**src/hdl/ppm_pkg.sv**
```systemverilog
// Package for the four-channel pulse period meter.
// Holds request and result types, lane control types and fixed constants; no dependencies.
package ppm_pkg;

  typedef enum logic [1:0] {
    CmdEdge = 2'd0,
    CmdTick = 2'd1,
    CmdRead = 2'd2
  } cmd_e;

  localparam logic RegMaxPeriod = 1'b0;
  localparam logic RegMinPeriod = 1'b1;

  localparam logic [15:0] MaxPeriodReset = 16'd32768;
  localparam logic [15:0] MinPeriodReset = 16'd39;
  localparam logic [7:0]  CountSat       = 8'hFF;
  localparam logic [7:0]  CountAfterSat  = 8'd2;

  typedef struct packed {
    logic [1:0]  command;
    logic [1:0]  channel;
    logic [15:0] timestamp;
  } req_t;

  typedef struct packed {
    logic [15:0] period;
    logic [1:0]  read_channel;
    logic        stalled;
  } res_t;

  typedef struct packed {
    logic        edge_hit;
    logic        tick;
    logic        read_hit;
    logic [15:0] timestamp;
  } lane_ctrl_t;

  typedef struct packed {
    logic [15:0] period;
    logic        stalled;
  } lane_stat_t;

endpackage

```
**src/hdl/four_channel_pulse_period_meter.sv**
```systemverilog
// Top level of the pulse period meter: request register, channel lanes, result register, APB.
// Depends on ppm_pkg and ppm_lane.
// A read goes from the request register to the result register, where its result is held.
// Throughput: one request per cycle unless stalled; edge and tick requests give no result.
// A stalled result register stalls only requests behind a read waiting for it.
// Reset (asynchronous, active low): clear channel state, set stall marks, load 32768 and 39.
module four_channel_pulse_period_meter #(
  parameter int CHANNELS = 4
) (
  input  logic          clk_i,
  input  logic          rst_ni,
  input  logic          in_valid_i,
  output logic          in_ready_o,
  input  ppm_pkg::req_t in_req_i,
  output logic          out_valid_o,
  input  logic          out_ready_i,
  output ppm_pkg::res_t out_res_o,
  input  logic          psel,
  input  logic          penable,
  input  logic          pwrite,
  input  logic [2:0]    paddr,
  input  logic [31:0]   pwdata,
  output logic [31:0]   prdata,
  output logic          pready
);

  logic          req_valid_q;
  ppm_pkg::req_t req_q;
  logic          out_valid_q;
  ppm_pkg::res_t res_q;
  logic [15:0]   max_period_q;
  logic [15:0]   min_period_q;
  logic          is_read;
  logic          advance;
  logic          cfg_write;
  ppm_pkg::res_t res_d;

  ppm_pkg::lane_stat_t lane_stat [CHANNELS];

  assign pready    = 1'b1;
  assign cfg_write = psel && penable && pwrite;

  always_ff @(posedge clk_i or negedge rst_ni) begin
    if (!rst_ni) begin
      max_period_q <= ppm_pkg::MaxPeriodReset;
      min_period_q <= ppm_pkg::MinPeriodReset;
    end else if (cfg_write) begin
      if (paddr[2] == ppm_pkg::RegMaxPeriod) begin
        max_period_q <= pwdata[15:0];
      end else begin
        min_period_q <= pwdata[15:0];
      end
    end
  end

  assign prdata = (paddr[2] == ppm_pkg::RegMaxPeriod) ? {16'd0, max_period_q}
                                                      : {16'd0, min_period_q};

  assign is_read    = (req_q.command == ppm_pkg::CmdRead);
  assign advance    = req_valid_q && (!is_read || !out_valid_q || out_ready_i);
  assign in_ready_o = !req_valid_q || advance;

  always_ff @(posedge clk_i or negedge rst_ni) begin
    if (!rst_ni) begin
      req_valid_q <= 1'b0;
    end else if (in_ready_o) begin
      req_valid_q <= in_valid_i;
    end
  end

  always_ff @(posedge clk_i) begin
    if (in_ready_o && in_valid_i) begin
      req_q <= in_req_i;
    end
  end

  for (genvar i = 0; i < CHANNELS; i++) begin : g_lane
    ppm_pkg::lane_ctrl_t ctrl;
    logic                hit;

    assign hit            = (int'(req_q.channel) == i);
    assign ctrl.edge_hit  = advance && hit && (req_q.command == ppm_pkg::CmdEdge);
    assign ctrl.tick      = advance && (req_q.command == ppm_pkg::CmdTick);
    assign ctrl.read_hit  = advance && hit && is_read;
    assign ctrl.timestamp = req_q.timestamp;

    ppm_lane u_lane (
      .clk_i        (clk_i),
      .rst_ni       (rst_ni),
      .ctrl_i       (ctrl),
      .max_period_i (max_period_q),
      .min_period_i (min_period_q),
      .stat_o       (lane_stat[i])
    );
  end

  always_comb begin
    res_d              = '0;
    res_d.read_channel = req_q.channel;
    for (int i = 0; i < CHANNELS; i++) begin
      if (int'(req_q.channel) == i) begin
        res_d.period  = lane_stat[i].period;
        res_d.stalled = lane_stat[i].stalled;
      end
    end
  end

  always_ff @(posedge clk_i or negedge rst_ni) begin
    if (!rst_ni) begin
      out_valid_q <= 1'b0;
    end else if (advance && is_read) begin
      out_valid_q <= 1'b1;
    end else if (out_ready_i) begin
      out_valid_q <= 1'b0;
    end
  end

  always_ff @(posedge clk_i) begin
    if (advance && is_read) begin
      res_q <= res_d;
    end
  end

  assign out_valid_o = out_valid_q;
  assign out_res_o   = res_q;

endmodule

```
**src/hdl/ppm_lane.sv**
```systemverilog
// One channel of the pulse period meter: capture, edge count, stall mark and last period.
// Depends on ppm_pkg for the lane control and status types.
module ppm_lane (
  input  logic                clk_i,
  input  logic                rst_ni,
  input  ppm_pkg::lane_ctrl_t ctrl_i,
  input  logic [15:0]         max_period_i,
  input  logic [15:0]         min_period_i,
  output ppm_pkg::lane_stat_t stat_o
);

  logic [15:0] latest_q, latest_d;
  logic [15:0] held_q, held_d;
  logic        fresh_q, fresh_d;
  logic [7:0]  count_q, count_d;
  logic        stall_q, stall_d;
  logic [15:0] last_q, last_d;
  logic [15:0] diff;
  logic [15:0] clamped;
  logic [15:0] period;
  logic        sat;

  assign diff = latest_q - held_q;
  assign sat  = (count_q == ppm_pkg::CountSat);

  always_comb begin
    clamped = diff;
    if (clamped > max_period_i) begin
      clamped = max_period_i;
    end
    if (clamped < min_period_i) begin
      clamped = min_period_i;
    end
  end

  always_comb begin
    if (stall_q) begin
      period = max_period_i;
    end else if (!fresh_q || sat) begin
      period = last_q;
    end else if (latest_q == held_q || latest_q == 16'd0 || held_q == 16'd0) begin
      period = last_q;
    end else begin
      period = clamped;
    end
  end

  assign stat_o.period  = period;
  assign stat_o.stalled = stall_q;

  always_comb begin
    latest_d = latest_q;
    held_d   = held_q;
    fresh_d  = fresh_q;
    count_d  = count_q;
    stall_d  = stall_q;
    last_d   = last_q;
    if (ctrl_i.edge_hit) begin
      held_d   = latest_q;
      latest_d = ctrl_i.timestamp;
      fresh_d  = 1'b1;
      if (!sat) begin
        count_d = count_q + 8'd1;
      end
    end
    if (ctrl_i.tick) begin
      stall_d = (count_q <= 8'd1);
      count_d = 8'd0;
    end
    if (ctrl_i.read_hit) begin
      last_d = period;
      if (!stall_q && fresh_q) begin
        fresh_d = 1'b0;
        if (sat) begin
          count_d = ppm_pkg::CountAfterSat;
        end
      end
    end
  end

  always_ff @(posedge clk_i or negedge rst_ni) begin
    if (!rst_ni) begin
      latest_q <= '0;
      held_q   <= '0;
      fresh_q  <= 1'b0;
      count_q  <= '0;
      stall_q  <= 1'b1;
      last_q   <= '0;
    end else begin
      latest_q <= latest_d;
      held_q   <= held_d;
      fresh_q  <= fresh_d;
      count_q  <= count_d;
      stall_q  <= stall_d;
      last_q   <= last_d;
    end
  end

endmodule

```
**config.mk**
```make
export PLATFORM = sky130hd
export DESIGN_NAME = four_channel_pulse_period_meter
export DESIGN_NICKNAME = d
export VERILOG_FILES = /design/src/hdl/ppm_pkg.sv /design/src/hdl/four_channel_pulse_period_meter.sv /design/src/hdl/ppm_lane.sv
export SDC_FILE = /design/constraint.sdc
export NUM_CORES = 1
export LEC_CHECK = 0
export ABC_AREA = 1
export ABC_CLOCK_PERIOD_IN_PS = 4960
export BUFFER_PORTS_ARGS = -buffer_cell sky130_fd_sc_hd__buf_4
export CORE_MARGIN = 3
export CORE_UTILIZATION = 35
export DETAILED_ROUTE_END_ITERATION = 12
export PLACE_DENSITY_LB_ADDON = 0.12
export REMOVE_ABC_BUFFERS = 1
export SYNTH_ARGS = -nofsm -noshare
export SYNTH_HDL_FRONTEND = slang
export SYNTH_SLANG_ARGS = --single-unit
```
**constraint.sdc**
```tcl
create_clock -name clk_i -period 4.96 [get_ports clk_i]
set_input_delay 0.744 -clock clk_i [delete_from_list [all_inputs] [get_ports clk_i]]
set_output_delay 0.744 -clock clk_i [all_outputs]
set_load 0.03 [all_outputs]
```
Yosys cells after proc, flatten, opt, wreduce, memory -nomap -nowiden
Cells that the tools add are included.
W data, S select, Z words.
{ "word_totals": {"wordCells": 196, "ff_bits": 305, "output_inout_bits": 54} }
{ "classes": {"eq_ne": 13, "n_bitwise": 1, "n_addsub": 8, "n_reduce_logical": 61, "n_mux": 67, "magnitude_cmp": 12} }
{ "ops": {"columns": ["operator", "n"], "rows": [
  ["$mux W16", 25],
  ["$mux W8", 24],
  ["$logic_not A16 Y1", 8],
  ["$eq A16 B16 Y1", 4],
  ["$gt A16 B16 Y1", 4],
  ["$lt A16 B16 Y1", 4],
  ["$sub A16 B16 Y16", 4],
  ["$add A8 B1 Y8 const B", 4],
  ["$eq A8 B8 Y1 const B", 4],
  ["$le A8 B1 Y1 const B", 4],
  ["$logic_and A1 B1 Y1", 22],
  ["$mux W1", 18],
  ["$logic_or A1 B1 Y1", 15],
  ["$logic_not A1 Y1", 11],
  ["$eq A2 B2 Y1 const B", 3],
  ["$eq A2 B1 Y1 const B", 2],
  ["$logic_not A2 Y1", 2],
  ["$reduce_and A2 Y1", 2],
  ["$reduce_bool A2 Y1", 1],
  ["$not A1 Y1", 1]
]} }

Longest topological paths before layout
Gate-level depths: netlist of the first run.
{ "depth": {"word_depth": 12, "depth_mapped": 38, "ltp_nobuf": 36} }

Hierarchy
From an unflattened synthesis of the first run, not the netlist that was laid out.
{ "hier_totals": {"cells_unflattened": 3131, "hier_area_um2": 22799.4} }
{ "modules_own_cells": {"columns": ["mod", "cells_each", "instances", "area_each_um2"], "rows": [
  ["ppm_lane (g_lane[1].u_lane)", 684, 1, 4829.6],
  ["ppm_lane (g_lane[2].u_lane)", 687, 1, 4803.4],
  ["ppm_lane (g_lane[0].u_lane)", 686, 1, 4799.6],
  ["ppm_lane (g_lane[3].u_lane)", 688, 1, 4797.1],
  ["four_channel_pulse_period_meter", 386, 1, 3569.7]
]} }

Worst setup path after synthesis of the first run
Ideal clock, no wire load.
{ "synth_timing": {"path_kind": "reg2reg", "start": "register g_lane[3].u_lane.held_q[0]", "end": "register res_q (netlist bit out_res_o[17]) (data pin)", "arrival_ps": 4776, "stages_incl_launch_ff": 31, "path_slack_ps": -80, "period_less_slack_ps": 5040, "t_required_ps": 4696, "path_cell_list": "dfrtp_1 -> ha_1 -> fa_1 -> o21ai_1 -> nand3_1 -> o2111ai_1 -> nand3_1 -> nand2_1 -> xor2_1 -> inv_1 -> ha_1 -> nand4_1 -> nor2_1 -> nand3_1 -> nand2_2 -> inv_1 -> or2_2 -> o21ai_0 -> inv_1 -> ha_1 -> nand2_1 -> inv_2 -> nand3_1 -> a31oi_1 -> a2111oi_2 -> clkbuf_1 -> nand3_1 -> nand3_1 -> nand2_1 -> nand3_1 -> nand4_1"} }
{ "synth_rtl": {"columns": ["item", "line_no", "source"], "rows": [
  ["start, declared", "ppm_lane.sv:13", "logic [15:0] held_q, held_d;"],
  ["start signal, assigned", "ppm_lane.sv:91", "held_q <= held_d;"],
  ["end signal, assigned", "four_channel_pulse_period_meter.sv:120", "res_q <= res_d;"],
  ["end, declared", "four_channel_pulse_period_meter.sv:30", "ppm_pkg::res_t res_q;"]
]} }

==> results of run 1 <==
[path summary, 6_finish.rpt]
check,start,to,depth (start not counted)
setup / recovery,g_lane[3].u_lane.held_q[0],out_res_o[17],31
setup reg to reg,g_lane[3].u_lane.held_q[0],out_res_o[17],31
min in group clk_i,in_req_i[1],g_lane[0].ctrl[1],1
max in group asynchronous,rst_ni,g_lane[2].u_lane.latest_q[4],2
hold reg to reg,g_lane[1].u_lane.last_q[6],g_lane[1].u_lane.last_q[6],2
hold / removal,rst_ni,g_lane[1].u_lane.count_q[7],1
[per-layer routing]
layer / up-vias / part of all wire / global-route usage
li1: 10745 / - / -
met1: 10300 / 0.46 / 0.344
met2: 575 / 0.46 / 0.392
met3: 147 / 0.044 / 0.0266
met4: 0 / 0.037 / 0.0896
met5: - / 0 / 0
[power by group]
part,switching (mW),internal [mW],leakage (nW)
registers,0.515,3.17,3.80
clock network,1.17,1.62,0.599
logic,10.8,9.50,10.3
[critical path: cells and delay by family (launching register included)]
kind            cells  cell delay (ns)
simple gates       14             1.66
fa+ha+maj           4             1.12
buf+inv             7             0.76
compound gates      5             0.73
flops               1             0.42
xor+xnor            1             0.17
[sequential cells by signal, summed over array words and instances (netlist names)]
| register | count |
|---|---|
| g_lane.u_lane.held_q | 64 |
| max_period_q | 16 |
| g_lane.u_lane.stall_q | 4 |
| out_res_o | 19 |
| g_lane.u_lane.count_q | 32 |
| g_lane.u_lane.latest_q | 64 |
| g_lane.ctrl | 16 |
| req_valid_q | 1 |
| out_valid_o | 1 |
| g_lane.u_lane.fresh_q | 4 |
| req_q | 4 |
| g_lane.u_lane.last_q | 64 |
| min_period_q | 16 |
[cell type report]
cell class                      count  area [um^2]  area share
Timing Repair Buffer              599         4880       0.163
Tap cell                          782          978      0.0327
Inverter                          351         1330      0.0443
Clock buffer                       58         1120      0.0374
Clock inverter                     14          115     0.00384
Multi-Input combinational cell   2156        13700       0.457
Sequential cell                   305         7840       0.262
[synthesized netlist by cell type, types with 25 or more instances]
cell type,count,area [um^2]
nand2_1,797,2990
inv_1,332,1250
nand3_1,298,1490
dfrtp_1,257,6430
o21ai_0,246,1230
ha_1,196,2450
a21oi_1,167,836
nor2_1,116,435
clkbuf_1,69,259
xor2_1,56,490
nand4_1,48,300
edfxtp_1,39,1170
o21ai_1,28,140
nor4_1,27,169
nor3_1,25,125
[per-stage QoR]
stage	std cells	hold WS, ns	power (mW)	cell area, um^2
after floorplan	2809	0.448	12.2	21000
after global placement	4088	0.462	18.7	25800
after detailed placement	4088	0.469	19.1	25800
after CTS	4225	0.255	23.9	28300
after global routing	4265	0.288	28.9	29900
final	4265	0.232	26.8	29900
[cell families (layout without fill, tap and decap cells)]
| group | Yosys count | after routing | synth area share |
|---|---|---|---|
| AND/OR/NAND/NOR | 1352 | 1355 | 0.271 |
| buffers and inverters | 467 | 1022 | 0.0883 |
| flip-flops | 305 | 305 | 0.364 |
| XOR/XNOR | 74 | 74 | 0.0301 |
| adder cells (fa/ha/maj) | 200 | 200 | 0.118 |
| other | 2 | 17 | 0.000349 |
| AO/OA/AOI/OAI | 510 | 510 | 0.128 |
[what timing repair did]
action                     4_1_cts  5_1_grt
gates resized for setup        177      259
pin swaps                       65      111
setup buffers                   60       36
cloned                           6        5
setup endpoints to repair       63       80
==> reports/results.ini, run 1 <==
[timing]
fin_crit_ns = 5.12
clock_skew_ns = 0.0240
finalCritPeriodShare = 1.03
finalMaxSlewViolations = 0
setup_ws_ns = -0.164
rsz0062_at_grt = yes
hold_viol_final = 0
setup_viol = 19
maxSlewHeadroom = 0.255
tns_ns = -1.85
fmax_mhz = 195
worst_slew_pin_slew_ns = 1.12

[clock_network]
cts_buffers = 40
clockRootBuffer = clkbuf_16
insertion_delay_ns = 0.58
cts_buffer_depth = 3
cts_hold_buf = 0
cts_tree = built
cts_sinks = 305
clk_pin_slew_ns = 0.06
h-tree-depth = 2

[die]
io_pins = 116
initial_core_util = 0.355
die_y_um = 254
rows = 90
core-area_um2 = 60600
dieArea_um2 = 64500
die_w_um = 254

[route]
firstDrtPassIters = 5
drt_wl_total_um = 80700
vias_per_cell = 5.10
routedWlPerCell_um = 18.9
detail-route-antenna-nets = 0
vias = 21767
drc = 0
drt_iter0_markers = 1670

[yosys]
synth-async-reset-ratio = 0.872
synthCells = 2910
synth_cell_types = 54
ys_seq_area_frac = 0.364
synth_edf_count = 39
syn_area_um2 = 21500
avgSynthCellArea_um2 = 7.40
synth_ff_type = dfrtp_1
ys_seq_elements = 305
yosysWarnings = 0

[worst_setup_path]
cp_slowest_stage_delay_ns = 0.42
start_kind = flip-flop
crit_required_ns = 5.27
worstPathMaxFanout = 5
crit_slowest_cell = dfrtp_1
critPathArrivalTime_ns = 5.43
crit_path_end_kind = flip-flop
crit_path_frequent_cell = nand3_1
crit_type = flip-flop to flip-flop
rrSetupSlack_ns = -0.16

[global_route]
grt_max_degree = 103
grt_pass1_wl_um = 122000
gr-usage-all-layers = 0.245
grt_pass1_vias = 20778
antenna_found_initial = 0
grt_overflow = 0

[placement]
place_ws_ns = -0.505
dp_hpwl_um = 59600
gp_congestion = 0.936
io_buffer_count = 80

[finish]
fillers = 5941
final_common_cell = nand2_1
final_nets = 3715
final_layout_size_suffix_gt1_frac = 0.295
final_core_util = 0.494
syn2layout_area_growth_pct = 39.1
final_cell_mix = 752 x nand2_1, 556 x buf_4, 313 x inv_1, 256 x dfrtp_1, 237 x nand3_1
n_antenna_cell = 0

[run]
maxCapViolations = 0

[min_path]
hp-class = input pin to async pin

[run_status]
violations = setup timing
status = complete, but fails checks

[power_and_ir_drop]
p_leak_nw = 14.7
p_per_area_nw_per_um2 = 896
peakVddDrop_mv = 0.441

Note: power is estimated with default switching activity, not from simulation.
==> inputs of run 2 (changes only) <==
Settings changed: REMOVE_ABC_BUFFERS 1 to default, TNS_END_PERCENT from default to 30.
==> run 2 against run 1 <==
  * The run still ends with setup timing left
  * Core utilization grew 1.5 points
  * Non-clock buffer count grew 18
  * Cell area grew 3.1%
  * Clock-buffer cell count shrank 2
  * Register-to-register slack is essentially flat
  * Flip-flop and latch count is the same
  * Critical endpoint unchanged
  * Largest cell class unchanged
==> reports/results.ini, run 2 (synthesized netlist as in run 1, its figures left out) <==
[run_status]
status = complete, but fails checks  ; unchanged
violations = setup timing  ; unchanged

[clock_network]
clockRootBuffer = clkbuf_16  ; unchanged
cts_sinks = 305  ; unchanged
cts_hold_buf = 0  ; unchanged
h-tree-depth = 2  ; unchanged
cts_buffers = 40  ; unchanged
cts_tree = built  ; unchanged
cts_buffer_depth = 3  ; unchanged
clk_pin_slew_ns = 0.06  ; about the same
insertion_delay_ns = 0.56  ; was 0.58 ns

[die]
core-area_um2 = 60600  ; unchanged
rows = 90  ; unchanged
io_pins = 116  ; unchanged
die_w_um = 254  ; unchanged
dieArea_um2 = 64500  ; unchanged
die_y_um = 254  ; unchanged
initial_core_util = 0.355  ; unchanged

[placement]
place_ws_ns = -0.462  ; was -0.505 ns
dp_hpwl_um = 60800  ; was 59600 um
io_buffer_count = 80  ; unchanged
gp_congestion = 0.916  ; was 0.936

[route]
firstDrtPassIters = 5  ; unchanged
vias = 22012  ; was 21767
drc = 0  ; unchanged
drt_wl_total_um = 82500  ; was 80700 um
routedWlPerCell_um = 19.2  ; was 18.9 um
detail-route-antenna-nets = 0  ; unchanged
vias_per_cell = 5.14  ; was 5.10
drt_iter0_markers = 1624  ; was 1670

[worst_setup_path]
crit_path_end_kind = flip-flop  ; unchanged
cp_slowest_stage_delay_ns = 0.41  ; was 0.42 ns
crit_required_ns = 5.25  ; was 5.27 ns
rrSetupSlack_ns = -0.16  ; about the same
critPathArrivalTime_ns = 5.41  ; was 5.43 ns
reg2reg_depth = 32  ; was 31
start_kind = flip-flop  ; unchanged
r2r_start = g_lane[1].u_lane.held_q[0]  ; was g_lane[3].u_lane.held_q[0]
crit_family = simple AND/OR/NAND/NOR gates  ; unchanged
r2r_end = out_res_o[17]  ; unchanged
path_buf_inv = 6  ; was 7
crit_slowest_cell = dfrtp_1  ; unchanged
crit_type = flip-flop to flip-flop  ; unchanged
worstPathMaxFanout = 7  ; was 5

[finish]
final_core_util = 0.510  ; was 0.494
final_layout_size_suffix_gt1_frac = 0.334  ; was 0.295
final_nets = 3734  ; was 3715
largest_registers = g_lane.u_lane.held_q (64), g_lane.u_lane.last_q (64), g_lane.u_lane.latest_q (64)  ; unchanged
fillers = 5869  ; was 5941
final_common_cell = nand2_1  ; unchanged
syn2layout_area_growth_pct = 43.4  ; was 39.1%
final_cell_mix = 712 x nand2_1, 564 x buf_4, 312 x inv_1, 257 x dfrtp_1, 199 x o21ai_0  ; was 752 x nand2_1, 556 x buf_4, 313 x inv_1, 256 x dfrtp_1, 237 x nand3_1

[global_route]
grt_overflow = 0  ; unchanged
gr-usage-all-layers = 0.248  ; was 0.245
grt_pass1_wl_um = 123000  ; was 122000 um
antenna_found_initial = 1  ; was 0
grt_pass1_vias = 21034  ; was 20778
grt_max_degree = 107  ; was 103

[run]
maxCapViolations = 0  ; unchanged

[timing]
tns_ns = -1.56  ; was -1.85 ns
clock_skew_ns = 0.0177  ; was 0.0240 ns
hold_viol_final = 0  ; unchanged
finalCritPeriodShare = 1.03  ; about the same
worst_slew_pin_slew_ns = 1.14  ; was 1.12 ns
setup_viol = 17  ; was 19
fin_crit_ns = 5.12  ; about the same
rsz0062_at_grt = yes  ; unchanged
maxSlewHeadroom = 0.238  ; was 0.255
setup_ws_ns = -0.165  ; was -0.164 ns
finalMaxSlewViolations = 0  ; unchanged
fmax_mhz = 195  ; about the same

[min_path]
hp-class = input pin to async pin  ; unchanged

==> run 2: cell types whose count changed in the layout (fill, tap and decap cells not counted), sizes merged <==
cell / delta
diode: +1
bufinv: -1
clkinv: +5
inv: -1
clkinvlp: -1
clkbuf: -2
buf: +18
nand2: +1
==> run 2: what timing repair did <==
action,4_1_cts,5_1_grt
setup endpoints to repair,73,80
resized for setup,245,355
setup buffers,57,30
cloned,10,3
pin swaps,101,158
==> run 2: how the worst max path moves through the flow <==
stage | from | endpoint | slack (ns) | depth (start not counted)
after CTS | g_lane[3].u_lane.held_q[0] | out_res_o[13] | -0.03 | 36
after global routing | g_lane[0].u_lane.held_q[9] | out_res_o[5] | -0.38 | 33
after detailed placement | g_lane[1].u_lane.latest_q[0] | out_res_o[12] | -0.46 | 31
after floorplan | g_lane[0].u_lane.held_q[0] | out_res_o[16] | 0.03 | 29
final | g_lane[1].u_lane.held_q[0] | out_res_o[17] | -0.16 | 32
after global placement | g_lane[3].u_lane.held_q[0] | out_res_o[6] | -0.34 | 31
==> run 2: stage by stage <==
step | instance area [um^2] | std cells | hold slack [ns]
after floorplan | 21600 | 2925 | 0.448
after global placement | 26000 | 4116 | 0.462
after detailed placement | 26000 | 4116 | 0.466
after CTS | 28900 | 4255 | 0.128
after global routing | 30900 | 4284 | 0.156
final | 30900 | 4285 | 0.117
==> run 2: metal layers <==
| layer | up-vias | global-route usage | share of wire |
|---|---|---|---|
| met2 | 606 | 0.400 | 0.46 |
| met1 | 10459 | 0.343 | 0.45 |
| met4 | 0 | 0.0896 | 0.040 |
| met3 | 148 | 0.0295 | 0.048 |
| li1 | 10799 | - | - |
| met5 | - | 0 | 0 |
==> run 2: cell type report <==
class / instances / area [um^2] / share of cell area
clock buffers: 56 / 1130 / 0.0367
multi-input cells: 2157 / 14500 / 0.470
well taps: 782 / 978 / 0.0317
repair buffers: 617 / 5000 / 0.162
inverters: 351 / 1320 / 0.0427
flip-flops and latches: 305 / 7840 / 0.254
diodes: 1 / 2.50 / 0.0000811
clock inverters: 16 / 86.3 / 0.00280
==> run 2: worst reg2reg max path, delay by kind of cell, from the launching register on <==
kind / cells / cell delay [ns]
compound gates: 4 / 0.54
xor+xnor: 1 / 0.15
fa+ha+maj: 4 / 1.10
buf+inv: 6 / 0.74
flops: 1 / 0.41
simple gates: 17 / 1.96
Power of run 2 is left out: the tool's default activity adds up to more than one toggle a clock period on the data nets, which glitch-free logic cannot reach.
